[src/sv/alht_pkg.sv]
// Package for the alarm hold-time tracker.
// Holds request codes, the hh:mm:ss time format and its one-second increment.
// No dependencies.
package alht_pkg;

    localparam int TICK_ALARMS    = 28;
    localparam int PRODUCER_FIRST = 16;
    localparam int SIXTY          = 60;
    localparam int HMS_W          = 28;

    typedef enum logic [1:0] {
        REQ_TICK    = 2'd0,
        REQ_SET     = 2'd1,
        REQ_READ    = 2'd2,
        REQ_CLR_ALL = 2'd3
    } t_req;

    typedef struct packed {
        logic [15:0] hours;
        logic [5:0]  minutes;
        logic [5:0]  seconds;
    } t_hms;

    typedef struct packed {
        logic tick;
        logic prod;
        logic stack;
    } t_tmr_ctl;

    function automatic t_hms hms_inc(input t_hms t);
        t_hms r;
        r = t;
        if (t.seconds == 6'(SIXTY - 1)) begin
            r.seconds = '0;
            if (t.minutes == 6'(SIXTY - 1)) begin
                r.minutes = '0;
                r.hours   = t.hours + 16'd1;
            end else begin
                r.minutes = t.minutes + 6'd1;
            end
        end else begin
            r.seconds = t.seconds + 6'd1;
        end
        return r;
    endfunction

endpackage

[src/sv/alht_ram.sv]
// Generic single-port-write, single-port-read RAM with registered read data.
// No dependencies.
module alht_ram #(
    parameter int WIDTH = 28,
    parameter int DEPTH = 32
) (
    input  logic                     i_clk,
    input  logic                     i_we,
    input  logic [$clog2(DEPTH)-1:0] i_waddr,
    input  logic [WIDTH-1:0]         i_wdata,
    input  logic [$clog2(DEPTH)-1:0] i_raddr,
    output logic [WIDTH-1:0]         o_rdata
);

    logic [WIDTH-1:0] r_mem [DEPTH];
    logic [WIDTH-1:0] r_rdata;

    always_ff @(posedge i_clk) begin
        if (i_we) begin
            r_mem[i_waddr] <= i_wdata;
        end
        r_rdata <= r_mem[i_raddr];
    end

    assign o_rdata = r_rdata;

endmodule

[src/sv/alht_timers.sv]
// Run, producer-total and stack-total time counters of the alarm hold-time tracker.
// Depends on alht_pkg.
module alht_timers (
    input  logic               i_clk,
    input  logic               i_rst_n,
    input  alht_pkg::t_tmr_ctl i_ctl,
    output logic [15:0]        o_run_hours,
    output logic [15:0]        o_producer_total_hours,
    output logic [15:0]        o_stack_total_hours
);

    alht_pkg::t_hms r_run, r_prod, r_stack;

    always_ff @(posedge i_clk) begin
        if (!i_rst_n) begin
            r_run   <= '0;
            r_prod  <= '0;
            r_stack <= '0;
        end else if (i_ctl.tick) begin
            r_run <= alht_pkg::hms_inc(r_run);
            if (i_ctl.prod) begin
                r_prod <= alht_pkg::hms_inc(r_prod);
            end
            if (i_ctl.stack) begin
                r_stack <= alht_pkg::hms_inc(r_stack);
            end
        end
    end

    assign o_run_hours            = r_run.hours;
    assign o_producer_total_hours = r_prod.hours;
    assign o_stack_total_hours    = r_stack.hours;

endmodule

[src/sv/alarm_hold_time_tracker_unit.sv]
// Alarm hold-time tracker: 32 alarm flags with per-alarm hold-time counters in RAM.
// A new request is accepted only while idle (busy low); a tick walks the RAM over 28
// hold counters, one read and one write per cycle. Results cannot be stalled.
// Synchronous active-low reset clears flags, all hold times (valid bits) and timers.
// Depends on alht_pkg, alht_ram, alht_timers.
module alarm_hold_time_tracker_unit #(
    parameter int NUM_ALARMS = 32
) (
    input  logic        i_clk,
    input  logic        i_rst_n,
    input  logic        start,
    output logic        busy,
    input  logic [1:0]  i_req_type,
    input  logic [4:0]  i_alarm_index,
    input  logic        i_alarm_on,
    input  logic        i_producer_running,
    input  logic        i_stack_working,
    output logic        o_strobe,
    output logic [31:0] o_alarm_word,
    output logic        o_alarm_active,
    output logic [15:0] o_hold_hours,
    output logic [5:0]  o_hold_minutes,
    output logic [5:0]  o_hold_seconds,
    output logic [15:0] o_run_hours,
    output logic [15:0] o_producer_total_hours,
    output logic [15:0] o_stack_total_hours
);

    localparam int AW = $clog2(NUM_ALARMS);

    typedef enum logic [5:0] {
        S_IDLE  = 6'b000001,
        S_CMD   = 6'b000010,
        S_WALK  = 6'b000100,
        S_DRAIN = 6'b001000,
        S_RD    = 6'b010000,
        S_RESP  = 6'b100000
    } t_state;

    t_state              r_state, n_state;
    alht_pkg::t_req      r_req;
    logic [4:0]          r_idx;
    logic                r_on, r_prod, r_stack;
    logic [NUM_ALARMS-1:0] r_flags;
    logic [NUM_ALARMS-1:0] r_hvalid;
    logic [AW-1:0]       r_k;
    logic                r_wr_act;
    logic [AW-1:0]       r_wk;
    logic                r_strobe;
    logic                r_active;
    alht_pkg::t_hms      r_hold;

    logic                idx_ok;
    logic [AW-1:0]       idx_a;
    logic [AW-1:0]       raddr;
    logic                we;
    alht_pkg::t_hms      rd_hms, cur_hms, inc_hms;
    logic [alht_pkg::HMS_W-1:0] rdata;
    logic                sel;
    alht_pkg::t_tmr_ctl  tmr_ctl;

    assign idx_ok = {1'b0, r_idx} < 6'(NUM_ALARMS);
    assign idx_a  = r_idx[AW-1:0];
    assign raddr  = (r_state == S_WALK) ? r_k : idx_a;
    assign rd_hms = alht_pkg::t_hms'(rdata);

    // walk stage two: data of entry r_wk is back from RAM
    assign cur_hms = r_hvalid[r_wk] ? rd_hms : '0;
    assign inc_hms = alht_pkg::hms_inc(cur_hms);
    assign sel     = r_flags[r_wk] &&
                     ((r_wk >= AW'(alht_pkg::PRODUCER_FIRST)) ? r_prod : r_stack);
    assign we      = r_wr_act && sel;

    assign tmr_ctl.tick  = (r_state == S_CMD) && (r_req == alht_pkg::REQ_TICK);
    assign tmr_ctl.prod  = r_prod;
    assign tmr_ctl.stack = r_stack;

    alht_ram #(
        .WIDTH (alht_pkg::HMS_W),
        .DEPTH (NUM_ALARMS)
    ) u_hold_ram (
        .i_clk   (i_clk),
        .i_we    (we),
        .i_waddr (r_wk),
        .i_wdata (inc_hms),
        .i_raddr (raddr),
        .o_rdata (rdata)
    );

    alht_timers u_timers (
        .i_clk                  (i_clk),
        .i_rst_n                (i_rst_n),
        .i_ctl                  (tmr_ctl),
        .o_run_hours            (o_run_hours),
        .o_producer_total_hours (o_producer_total_hours),
        .o_stack_total_hours    (o_stack_total_hours)
    );

    always_comb begin
        n_state = r_state;
        unique case (r_state)
            S_IDLE: begin
                if (start) n_state = S_CMD;
            end
            S_CMD: begin
                n_state = (r_req == alht_pkg::REQ_TICK) ? S_WALK : S_RD;
            end
            S_WALK: begin
                if (r_k == AW'(alht_pkg::TICK_ALARMS - 1)) n_state = S_DRAIN;
            end
            S_DRAIN: n_state = S_RD;
            S_RD:    n_state = S_RESP;
            S_RESP:  n_state = S_IDLE;
            default: n_state = S_IDLE;
        endcase
    end

    always_ff @(posedge i_clk) begin
        if (!i_rst_n) begin
            r_state  <= S_IDLE;
            r_flags  <= '0;
            r_hvalid <= '0;
            r_k      <= '0;
            r_wr_act <= 1'b0;
            r_strobe <= 1'b0;
        end else begin
            r_state  <= n_state;
            r_strobe <= 1'b0;
            r_wr_act <= (r_state == S_WALK);
            r_wk     <= r_k;
            if (r_state == S_WALK) begin
                r_k <= r_k + AW'(1);
            end else begin
                r_k <= '0;
            end
            if (we) begin
                r_hvalid[r_wk] <= 1'b1;
            end
            if (r_state == S_CMD) begin
                if (r_req == alht_pkg::REQ_SET) begin
                    if (idx_ok && (r_flags[idx_a] != r_on)) begin
                        r_flags[idx_a]  <= r_on;
                        r_hvalid[idx_a] <= 1'b0;
                    end
                end else if (r_req == alht_pkg::REQ_CLR_ALL) begin
                    r_flags  <= '0;
                    r_hvalid <= '0;
                end
            end
            if (r_state == S_RESP) begin
                r_strobe <= 1'b1;
            end
        end
    end

    always_ff @(posedge i_clk) begin
        if (start && !busy) begin
            r_req   <= alht_pkg::t_req'(i_req_type);
            r_idx   <= i_alarm_index;
            r_on    <= i_alarm_on;
            r_prod  <= i_producer_running;
            r_stack <= i_stack_working;
        end
        if (r_state == S_RESP) begin
            r_active <= idx_ok && r_flags[idx_a];
            r_hold   <= (idx_ok && r_hvalid[idx_a]) ? rd_hms : '0;
        end
    end

    assign busy           = (r_state != S_IDLE);
    assign o_strobe       = r_strobe;
    assign o_alarm_word   = 32'(r_flags);
    assign o_alarm_active = r_active;
    assign o_hold_hours   = r_hold.hours;
    assign o_hold_minutes = r_hold.minutes;
    assign o_hold_seconds = r_hold.seconds;

endmodule

[config.mk]
export PLATFORM = sky130hd
export DESIGN_NAME = alarm_hold_time_tracker_unit
export DESIGN_NICKNAME = d
export VERILOG_FILES = /design/src/sv/alht_pkg.sv /design/src/sv/alht_ram.sv /design/src/sv/alht_timers.sv /design/src/sv/alarm_hold_time_tracker_unit.sv
export SDC_FILE = /design/constraint.sdc
export NUM_CORES = 2
export LEC_CHECK = 0
export BUFFER_PORTS_ARGS = -buffer_cell sky130_fd_sc_hd__buf_2
export CAP_MARGIN = 20
export CORE_MARGIN = 5
export CORE_UTILIZATION = 55
export CTS_CLUSTER_DIAMETER = 80
export DETAILED_ROUTE_END_ITERATION = 6
export PLACE_DENSITY = 0.68
export RECOVER_POWER = 25
export SLEW_MARGIN = 20
export SYNTH_ARGS = -nofsm -noshare
export SYNTH_HDL_FRONTEND = slang
export SYNTH_HIERARCHICAL = 1
export SYNTH_SLANG_ARGS = --single-unit
[constraint.sdc]
create_clock -name i_clk -period 5.5 [get_ports i_clk]
set_input_delay 0.275 -clock i_clk [delete_from_list [all_inputs] [get_ports i_clk]]
set_output_delay 0.275 -clock i_clk [all_outputs]
set_load 0.1 [all_outputs]
Yosys cells after proc, flatten, opt, wreduce, memory -nomap -nowiden
Memory sizes are Yosys's and may differ from the RTL's. A register that Yosys moved wholly into a read port is not among the register bits.
Index checks and enable logic that the tools add are counted.
- bitwise operators: 3
- add/subtract/negate cells: 13
- reductions and logical operators: 20
- magnitude comparators: 5
- multiplexer cells: 42
- eq/ne operators: 22
- operators with widths (operator ; number):
    2-to-1 mux 32 bit ; 9
    adder 16 x 1 -> 16 bit, second input constant ; 4
    2-to-1 mux 6 bit ; 10
    == test 6 bit, second input constant ; 9
    adder 6 x 1 -> 6 bit, second input constant ; 8
    bitwise AND 32 bit ; 1
    bitwise mux 32 bit ; 1
    NOT 32 bit ; 1
    bitwise OR 32 bit ; 1
    case mux 6 bit (5 select lines) ; 1
    2-to-1 mux 28 bit ; 1
    2-to-1 mux 22 bit ; 1
    binary-select mux 1 bit (select 5 bit) ; 4
    2-to-1 mux 16 bit ; 1
    < comparator 5 x 6 -> 1 bit, second input constant ; 2
    AND reduction 3 bit ; 4
    demux 1 bit (select 5 bit) ; 2
    >= comparator 5 x 1 -> 1 bit, second input constant ; 2
    2-to-1 mux 1 bit ; 10
    2-to-1 mux 5 bit ; 2
    AND reduction 2 bit ; 5
    AND reduction 4 bit ; 2
    == test 6 x 1 -> 1 bit, second input constant ; 1
    == test 6 x 2 -> 1 bit, second input constant ; 1
    other kinds (16) ; 22
- logic and storage cells: 131
- input bits: 13
- output and inout bits: 111
- memory bits (writable): 896
- memories: 1
- register bits: 205
- memory list (memory ; depth ; width ; rd ports ; clocked after memory_dff ; write ports ; line ; text):
    u_hold_ram.r_mem ; 32 ; 28 ; 1 ; 1 ; 1 ; alht_ram.sv:15 ; logic [WIDTH-1:0] r_mem [DEPTH];

Longest topological paths before layout
- word-level depth: 11
- mapped depth: 18
- mapped depth without buffers: 12

Modules after synthesis
Netlist, hierarchy kept.
- modules (own cells, without submodules) (module ; sequential area each (sq um) ; cells an instance ; area an instance (sq um) ; instances):
    alht_ram ; 27466.3 ; 1984 ; 35452.8 ; 1
    alarm_hold_time_tracker_unit ; 2862.7 ; 865 ; 7702.4 ; 1
    alht_timers ; 1681.6 ; 521 ; 4404.2 ; 1

Least setup slack after synthesis
OpenSTA, ideal clock, no wires.
- path type: reg2reg
- start point: register r_wk[1]
- end point: memory u_hold_ram.r_mem[0][3], data pin
- slack: 0.811 ns
- path buffers: 5
- setup time: 0.445 ns
- required time: 5.055 ns
- data arrival time: 4.244 ns
- clock period less this slack: 4.689 ns
- stages on the path, launching flop included: 15
- cell sequence: edfxtp_1 buf_2 buf_4 buf_2 mux2_2 a222oi_1 a21oi_1 nor3_2 buf_2 nor2b_1 ha_1 nand4_1 nor2_1 clkbuf_1 nor3_1
- RTL lines (what ; line ; text):
    start, declared ; alarm_hold_time_tracker_unit.sv:48 ; logic [AW-1:0] r_wk;
    start signal, assigned ; alarm_hold_time_tracker_unit.sv:130 ; r_wk <= r_k;
    end, declared ; alht_ram.sv:15 ;

Final worst setup path
- start point: register r_idx[1], in the netlist idx_a[1]
- end point: register u_hold_ram.r_rdata[7], in the netlist u_hold_ram/o_rdata[7], read port of u_hold_ram.r_mem
- word-level cells in the longest chain between the ends: 1
- RTL lines (what ; line ; text):
    start, declared ; alarm_hold_time_tracker_unit.sv:42 ; logic [4:0] r_idx;
    start signal, assigned ; alarm_hold_time_tracker_unit.sv:159 ; r_idx <= i_alarm_index;
    2-to-1 mux 5 bit ; alarm_hold_time_tracker_unit.sv:64 ; assign raddr = (r_state == S_WALK) ? r_k : idx_a;
    net raddr[1] ; alarm_hold_time_tracker_unit.sv:55 ; logic [AW-1:0] raddr;
    end, declared ; alht_ram.sv:16 ; logic [WIDTH-1:0] r_rdata;
The timed path passes the listed nets, and every way through them passes these cells.
A chain may end at the register's enable or synchronous reset.

==> results.py <==
metrics = {
    "floorplanning": {
        "die_area_um2": 92450,
        "pin_count": 124,
        "core_um2": 85550,
        "rows": 107,
        "dieHeight_um": 304.1,
        "start_util_pct": 55.59,
        "die_width_um": 304.1,
    },
    "pwr": {
        "clockPowerShare_pct": 41.6,
        "swShare_pct": 22.63,
        "leakage_nw": 18.20,
        "p_switching_w": 0.004174,
        "power_frac_seq_pct": 51.5,
        "cellInternalPower_w": 0.01427,
        "peakVddDrop_uv": 309.0,
        "combPwrFrac_pct": 6.9,
        "p_total_w": 0.01845,
        "power.density_nw_per_um2": 347.8,
    },
    "timing": {
        "clock.fmax_ghz": 0.1964,
        "hold_violations": 0,
        "tightest_slew_ns": 2.706,
        "setup_ws_ns": 0.4090,
        "timing.slew.headroom_pct": -80.39,
        "finClkSkew_ns": 0.03898,
        "finalCritPeriodShare_pct": 92.56,
        "fin_crit_ns": 5.091,
        "finalSetupViolCount": 0,
        "maxSlewViolCount": 196,
        "rsz0062_at_grt": "false",
        "setup_tns_ns": 0,
    },
    "clock_tree": {
        "insertion_delay_ns": 0.70,
        "cts-root-buf": "clkbuf_16",
        "cts_tree": "built",
        "clkTransAtPathRegs_ns": 0.07,
        "clkSinkCount": 1129,
        "cts-buffers-inserted": 114,
        "htreeDepth": 3,
        "cts_buffer_depth": 3,
    },
    "synth": {
        "synth_xor_area_share_pct": 0.8287,
        "seq_area_frac_synth_pct": 67.31,
        "ys.flop_type": "edfxtp_1",
        "syn_inst": 3370,
        "synth_top_family_by_area": "multiplexers",
        "async_flop_share_pct": 0,
        "synth_adder_area_share_pct": 0.3420,
        "yosys.area.top_type": "edfxtp_1",
        "syn_area_per_cell_um2": 14.11,
        "synth_edf_count": 940,
        "ys_types": 80,
        "synth_area_um2": 47560,
        "ys_ff_latch": 1129,
        "ys_warn_count": 6,
        "yosysTopAreaCellShare_pct": 59.35,
        "synthTopCellsByArea": "edfxtp_1, mux2i_1, dfxtp_1, a21oi_1, a22oi_1",
        "synth.net_count": 3396,
        "synth_compound_area_share_pct": 8.334,
        "synth-simple-area-share_pct": 8.434,
        "muxShareOfSynthArea_pct": 11.38,
    },
    "global_routing": {
        "first_global_vias": 29268,
        "grt_start_max_net_pins": 113,
        "track_usage_pct": 26.83,
        "antenna_found_initial": 2,
        "grt_first_pass_wirelength_mm": 189.0,
        "grt_overflow_total": 0,
    },
    "detailed_routing": {
        "drc": 0,
        "routedWlPerCell_um": 27.46,
        "postRouteAntennaNets": 0,
        "drt-total-wl_mm": 129.2,
        "via_per_inst": 6.408,
        "vias": 30145,
        "drt_iter0_drc": 3425,
        "drtPass1Iterations": 7,
    },
    "worst_setup_path": {
        "crit_type": "flip-flop to flip-flop",
        "crit_required_ns": 6.04,
        "critPathArrivalTime_ns": 5.63,
        "start_kind": "flip-flop",
        "rr_endpoint": "u_hold_ram/o_rdata[7]",
        "startpoint": "idx_a[1]",
        "r2r_start": "idx_a[1]",
        "r2r_slack_ns": 0.41,
        "end_kind": "flip-flop",
        "r2r_cells": 8,
        "path_max_fanout": 40,
        "endpoint": "u_hold_ram/o_rdata[7]",
    },
    "worst_hold_path": {
        "hold_class": "input port to flip-flop",
        "min_path_cells": 2,
    },
    "placement": {
        "hpwl_mm": 73.52,
        "place.gp.congestion": 0.9220,
        "io_buffers": 123,
        "place_ws_ns": 0.6863,
    },
    "status": {
        "violations": "capacitance limit, slew limit",
        "status": "complete, but fails checks",
    },
    "job": {
        "maxCapViolations": 5,
    },
    "finish": {
        "mostFrequentLayoutCells": "edfxtp_1, mux2i_1, dfxtp_1",
        "drive_above_1_share_pct": 11.10,
        "layout_commonest_cell": "edfxtp_1",
        "fin_nets": 3491,
        "fillers": 6330,
        "syn2layout_area_growth_pct": 11.52,
        "n_antenna_cell": 0,
        "final_core_util_pct": 62.00,
    },
}
-- through the flow --
stage / instances / cell area, um^2 / hold WS (ns)
after detailed placement: 4482 / 49480 / 0.4538
final: 4704 / 53040 / 0.2923
after global routing: 4704 / 53040 / 0.2885
after global placement: 4481 / 49460 / 0.4548
after floorplan: 3370 / 47560 / 0.3739
after CTS: 4704 / 53270 / 0.2259
-- cell type report --
cell class | count | area [um^2] | area share (%)
inverter | 22 | 82.58 | 0.1557
tap | 1144 | 1431 | 2.699
clock inverter | 65 | 669.4 | 1.262
multi-input combinational | 1949 | 14230 | 26.82
timing repair buffer | 249 | 1605 | 3.027
clock buffer | 146 | 3014 | 5.683
sequential | 1129 | 32010 | 60.35
-- worst min path at each step --
stage                                                endpoint  slack [ns]             start
after floorplan                                      idx_a[0]        0.37  i_alarm_index[0]
after global placement                               idx_a[4]        0.45  i_alarm_index[4]
after detailed placement                             idx_a[4]        0.45  i_alarm_index[4]
after CTS                 u_timers/o_producer_total_hours[13]        0.23           i_rst_n
after global routing                                     r_on        0.29        i_alarm_on
final                                                    r_on        0.29        i_alarm_on
-- critical path, cell delays in order, from the launching register on --
cell and delay [ns]:
edfxtp_1 1.10, clkbuf_1 0.53, mux2_1 0.37, and2b_1 1.69, buf_4 0.50, a22o_1 0.18
nor3_1 0.05, a31oi_1 0.32, nand3_1 0.13
-- routing by layer --
metal	wire length, um	vias to the layer above	track usage (%)
li1	-	13219	-
met1	52610	15233	37.01
met2	62330	1421	44.12
met3	9971	272	4.287
met4	4281	0	8.929
met5	0	-	0
-- repair_timing --
item / 4_1_cts / 5_1_grt
setup buffers: 0 / 0
gates resized for setup: 0 / 0
setup endpoints to repair: 0 / 0
hold buffers: 11 / 0
endpoints found under the hold margin: 12 / 0
-- power by group through the flow --
stage / logic, W / clock network, W / registers, W
4_1_cts: 0.00126 / 0.00779 / 0.00949
3_5_place_dp: 0.00125 / 0 / 0.00967
2_1_floorplan: 0.000931 / 0 / 0.00957
5_1_grt: 0.00136 / 0.00815 / 0.00949
3_3_place_gp: 0.00123 / 0 / 0.00967
6_report: 0.00128 / 0.00768 / 0.00949
-- synth_stat cells (all sizes together) (18+ instances only) --
| cell type | instances |
|---|---|
| o21ai | 86 |
| dfxtp | 189 |
| o221a | 18 |
| nand3 | 128 |
| clkbuf | 103 |
| nor4 | 24 |
| xor2 | 18 |
| inv | 20 |
| xnor2 | 27 |
| or3 | 18 |
| nand4 | 49 |
| o31ai | 24 |
| nor3 | 58 |
| nor2 | 176 |
| or4 | 29 |
| a21oi | 178 |
| and2 | 42 |
| a211oi | 39 |
| mux2 | 24 |
| edfxtp | 940 |
| a22oi | 91 |
| buf | 167 |
| a31oi | 51 |
| nand2 | 164 |
| mux2i | 480 |
| a22o | 56 |
-- logic make-up after synthesis --
| logic type | after synthesis |
|---|---|
| compound gates | 588 |
| xor+xnor | 45 |
| fa+ha+maj | 13 |
| simple gates | 784 |
| buf+inv | 292 |
| flops | 1129 |
| mux | 519 |
-- flip-flops by register name, summed over array words and instances (netlist names), 2 cells and up --
name / count
u_timers/r_prod: 12
u_timers/r_stack: 12
u_timers/o_run_hours: 16
o_alarm_word: 32
r_state: 6
u_timers/o_producer_total_hours: 16
u_timers/o_stack_total_hours: 16
r_hvalid: 32
u_hold_ram/o_rdata: 28
o_hold_seconds: 6
r_wk: 5
o_hold_hours: 16
u_timers/r_run: 12
o_hold_minutes: 6
idx_a: 5
u_hold_ram/r_mem: 896
r_k: 5
r_req: 2
No activity file was read; power rests on OpenSTA's default activity.
